$ cat config.mk
export PLATFORM = sky130hd
export DESIGN_NAME = ille_ram
export DESIGN_NICKNAME = d
export VERILOG_FILES = /design/src/hw/rtl/ille_ram.sv
export SDC_FILE = /design/constraint.sdc
export NUM_CORES = 2
export LEC_CHECK = 0
export ABC_AREA = 0
export BUFFER_PORTS_ARGS = -buffer_cell sky130_fd_sc_hd__buf_2
export CAP_MARGIN = 20
export CORE_MARGIN = 2
export CORE_UTILIZATION = 35
export CTS_CLUSTER_DIAMETER = 60
export DETAILED_ROUTE_END_ITERATION = 8
export HOLD_SLACK_MARGIN = 0.05
export MAX_ROUTING_LAYER = met4
export PLACE_DENSITY_LB_ADDON = 0.1
export SYNTH_ARGS = -nofsm -noshare
export SYNTH_HDL_FRONTEND = slang
export SYNTH_SLANG_ARGS = --single-unit
$ cat constraint.sdc
create_clock -name clk -period 2.65 [get_ports clk]
set_input_delay 0.265 -clock clk [delete_from_list [all_inputs] [get_ports clk]]
set_output_delay 0.265 -clock clk [all_outputs]
set_load 0.1 [all_outputs]
$ cat src/hw/rtl/ille_ram.sv
// Generic single-port-write, single-port-read RAM with registered read.
module ille_ram #(
	parameter int WIDTH = 8,
	parameter int DEPTH = 256
) (
	input  logic clk,
	input  logic we,
	input  logic [$clog2(DEPTH)-1:0] waddr,
	input  logic [WIDTH-1:0] wdata,
	input  logic [$clog2(DEPTH)-1:0] raddr,
	output logic [WIDTH-1:0] rdata
);
	logic [WIDTH-1:0] mem [DEPTH];

	always_ff @(posedge clk) begin
		if (we) begin
			mem[waddr] <= wdata;
		end
		rdata <= mem[raddr];
	end
endmodule

Word level (Yosys, flattened, before mapping). Memories as Yosys holds them, arrays and structs flattened. A register that Yosys moved wholly into a read port is not among the register bits. Cells that the tools add are included.

Register bits after elaboration: 0. Bits in writable memories: 2048. Input bits: 26. Memories kept: 1.

Memory list: mem (depth 256, bits a word 8, rd ports 1, clocked after Yosys merged registers in 1, write ports 1, RTL line 13) `logic [WIDTH-1:0] mem [DEPTH];`.

Mux-type cells: 2.

Operators with widths (count): two-way mux 1 bit (2).

Longest topological paths before layout.
Depth after elaboration: 2. Gate-level depth with buffers: 11. Gate-level depth less buffers: 6.

Worst setup path before layout. OpenSTA, ideal clock, no wires.

Path type: input port to flip-flop. Start: in raddr[0]. End: reg rdata[2], read port of mem. Library setup time: 131 ps. Arrival: 2072 ps. Slack: 447 ps. Stages: 9. Buffers on the path: 4. Cells stage by stage: buf_6 buf_12 buf_8 buf_2 mux4_2 a22oi_1 a21oi_1 nor4_1 nor4_2.

RTL lines: from (decl) (RTL line 10) `input logic [$clog2(DEPTH)-1:0] raddr,`; to (decl) (RTL line 11) `output logic [WIDTH-1:0] rdata`.

==> qor.yml <==
outcome:
  status: "finished, final reports clean"
die:
  start_util: 0.351
  fp.dieW_um: 481
  io_pins: 34
  fp.dieH_um: 481
  core_um2: 227000
  std_cell_rows: 175
  die_area_um2: 231000
clock_tree:
  cts.sinks: 2056
  cts_root_buf: "clkbuf_16"
  clk_pin_slew_worst_paths_ns: 0.06
  worstSkewPairLatency_ns: 0.86
  cts_buffer_depth: 3
  cts_setup_buffers: 0
  cts_buffers: 226
  cts_tree: "done"
  htreeDepth: 4
routing:
  drt-wirelength-per-cell_um: 30.0
  wl_um: 229000
  vias_per_cell: 5.29
  initialDrtViolationCount: 4076
  firstDrtPassIters: 5
  route.detailed.drc: 0
  ant_nets: 0
  vias: 40440
sta:
  hold_slack_ns: 0.104
  fmax_mhz: 391
  worst_slew_pin_slew_ns: 0.971
  hold_viol: 0
  layout_min_cycle_time_ns: 2.56
  setup_viol: 0
  skew_ns: 0.0372
  drv_slew: 0
  fin_setup_tns_ns: 0
  slew_headroom: 0.350
  fin_crit_sh: 0.965
  rsz0062_at_grt: "no"
critical_path:
  end_kind: "register"
  crit_type: "input pin to register"
  r2r-end: "rdata[1]"
  r2r-start: "mem[51][1]"
  cp_cell_sequence: "buf_8 > buf_12 > buf_12 > buf_12 > mux4_2 > o211ai_1 > nand3_1 > nor4_1 > buf_4 > nor4_1"
  path_delay_family: "simple AND/OR/NAND/NOR gates"
  critPathMostFrequentCell: "buf_12"
  startpoint_type: "input pin"
  critical_path_arrival_ns: 3.27
  slowest_stage: "nor4_1"
  crit_buf_inv: 5
  crit_required_ns: 3.36
  reg2reg_setup_slack_ns: 0.11
  crit_path_max_incr_delay_ns: 0.76
  rr_worst_depth: 6
  cp_max_fo: 28
global_route:
  grt_pass1_wl_um: 323000
  grt_pass1_vias: 41429
  antenna_found_initial: 22
  grt_overflow: 0
  grt_usage: 0.204
  grt_max_degree: 95
placed_design:
  finalWeightedCongestion: 0.822
  port_buffers: 33
  dp_hpwl_um: 153000
  placedCellCount: 7218
  place_area_um2: 88400
worst_hold_path:
  min_to: "mem[171][3]"
  hold_path.class: "input pin to register"
  hp-start: "waddr[1]"
  hold_path_depth: 3
synthesis:
  ys.flop_type: "edfxtp_1"
  synth_area_leaders: "edfxtp_1, mux4_2, mux2i_1"
  yosysTopAreaCellShare: 0.773
  ys_warn_count: 0
  synth_edf_count: 2048
  synth_most_common_cell: "edfxtp_1"
  ys_types: 55
  synth_top_cell_by_area: "edfxtp_1"
  synth_nets: 3759
  syn_area_per_cell_um2: 21.3
  ys_ff_latch: 2056
  async_reset_ff_frac: 0
  synth_common_cells: "edfxtp_1, mux4_2, nor2_1"
  synth_cells: 3733
  syn_area_um2: 79600
  ys_seq_area_frac: 0.775
pwr:
  vdd_drop_max_uv: 554
  leakagePower_nw: 30.8
  powerDensity_nw_per_um2: 742
  power_mw: 71.0
cells_and_area:
  nets: 4471
  fin_cells: 7643
  syn2layout_area_growth_pct: 20.4
  final_layout_size_suffix_gt1_frac: 0.328
  final_area_um2: 95700
run:
  drv_cap: 0
logic make-up (layout without fill, tap and decap cells):
family,Yosys count,count (layout),share of synthesized area
other,0,8,0
buffers and inverters,235,1128,0.0183
muxes,591,591,0.146
AOI/OAI and AO/OA,385,385,0.0342
DFF,2056,2056,0.775
and+or+nand+nor,466,466,0.0263
worst register-to-register path: stages, from the launching register on:
cell	delay, ns
edfxtp_1	0.35
mux4_2	0.49
o211ai_1	0.23
nand3_1	0.30
nor4_1	0.76
buf_4	0.25
nor4_1	0.04
power by group:
| part | switching (mW) | internal [mW] | total [mW] | leakage [nW] |
|---|---|---|---|---|
| clock network | 12.9 | 18.1 | 31.0 | 3.58 |
| registers | 0.0796 | 35.9 | 35.9 | 18.5 |
| logic | 2.58 | 1.56 | 4.13 | 8.78 |
worst max path at each step:
| stage | slack (ns) | cells past startpoint | start | to |
|---|---|---|---|---|
| after global routing | 0.05 | 6 | mem[51][1] | rdata[1] |
| after CTS | 0.03 | 6 | mem[51][1] | rdata[1] |
| final | 0.09 | 10 | raddr[0] | rdata[1] |
| after detailed placement | -0.89 | 12 | raddr[0] | rdata[4] |
| after floorplan | 0.45 | 9 | raddr[0] | rdata[2] |
| after global placement | -0.89 | 11 | raddr[0] | rdata[7] |
layout make-up:
| cell class | count | area (um2) |
|---|---|---|
| fillers | 19859 | 131000 |
| flip-flops and latches | 2056 | 61700 |
| multi-input cells | 1442 | 16500 |
| repair buffers | 717 | 6490 |
| clock buffers | 273 | 5920 |
| well taps | 3009 | 3760 |
| clock inverters | 136 | 1350 |
| diodes | 8 | 20.0 |
| inverters | 2 | 7.51 |
registers in the layout (all words and copies together) (netlist names):
register / flops
rdata: 8
mem: 2048
timing repair:
action,in CTS,in global routing
hold buffers,8,0
endpoints found under the setup margin,1,0
endpoints found under the hold margin,655,0
resized for setup,1,0
per-stage QoR:
stage          setup WS [ns]  utilization
2_1_floorplan          0.447            -
3_3_place_gp          -0.890        0.390
3_5_place_dp          -0.893        0.390
4_1_cts               0.0267        0.422
5_1_grt               0.0513        0.422
6_report              0.0931        0.422
routing by layer:
metal,vias to the layer above,GRT usage,routed length (um)
li1,17171,-,-
met1,21802,0.285,102000
met2,1125,0.302,105000
met3,342,0.0416,14800
met4,0,0.0627,7020
met5,-,-,0
layout by cell type (no fill, tap or decap), drive strengths merged, types with 2 or more instances in the layout:
cell	instances
diode	8
o211ai	10
edfxtp	2048
clkinv	100
nand3	34
dfxtp	8
nand2b	8
nor4	27
nand4	10
a31oi	2
nand3b	2
and3b	2
bufinv	23
clkinvlp	4
mux2i	134
clkbuf	273
a221oi	14
mux4	456
a22o	8
or2	4
a211oi	16
nor3	22
a22oi	133
a311oi	2
nand2	33
dlygate4sd3	8
nor2b	31
inv	11
nor2	282
o32ai	5
a21oi	96
buf	709
o21ai	12
a2111oi	5
and2	6
o221ai	47
o22ai	28
o22a	5
(Power assumes the default switching activity.)
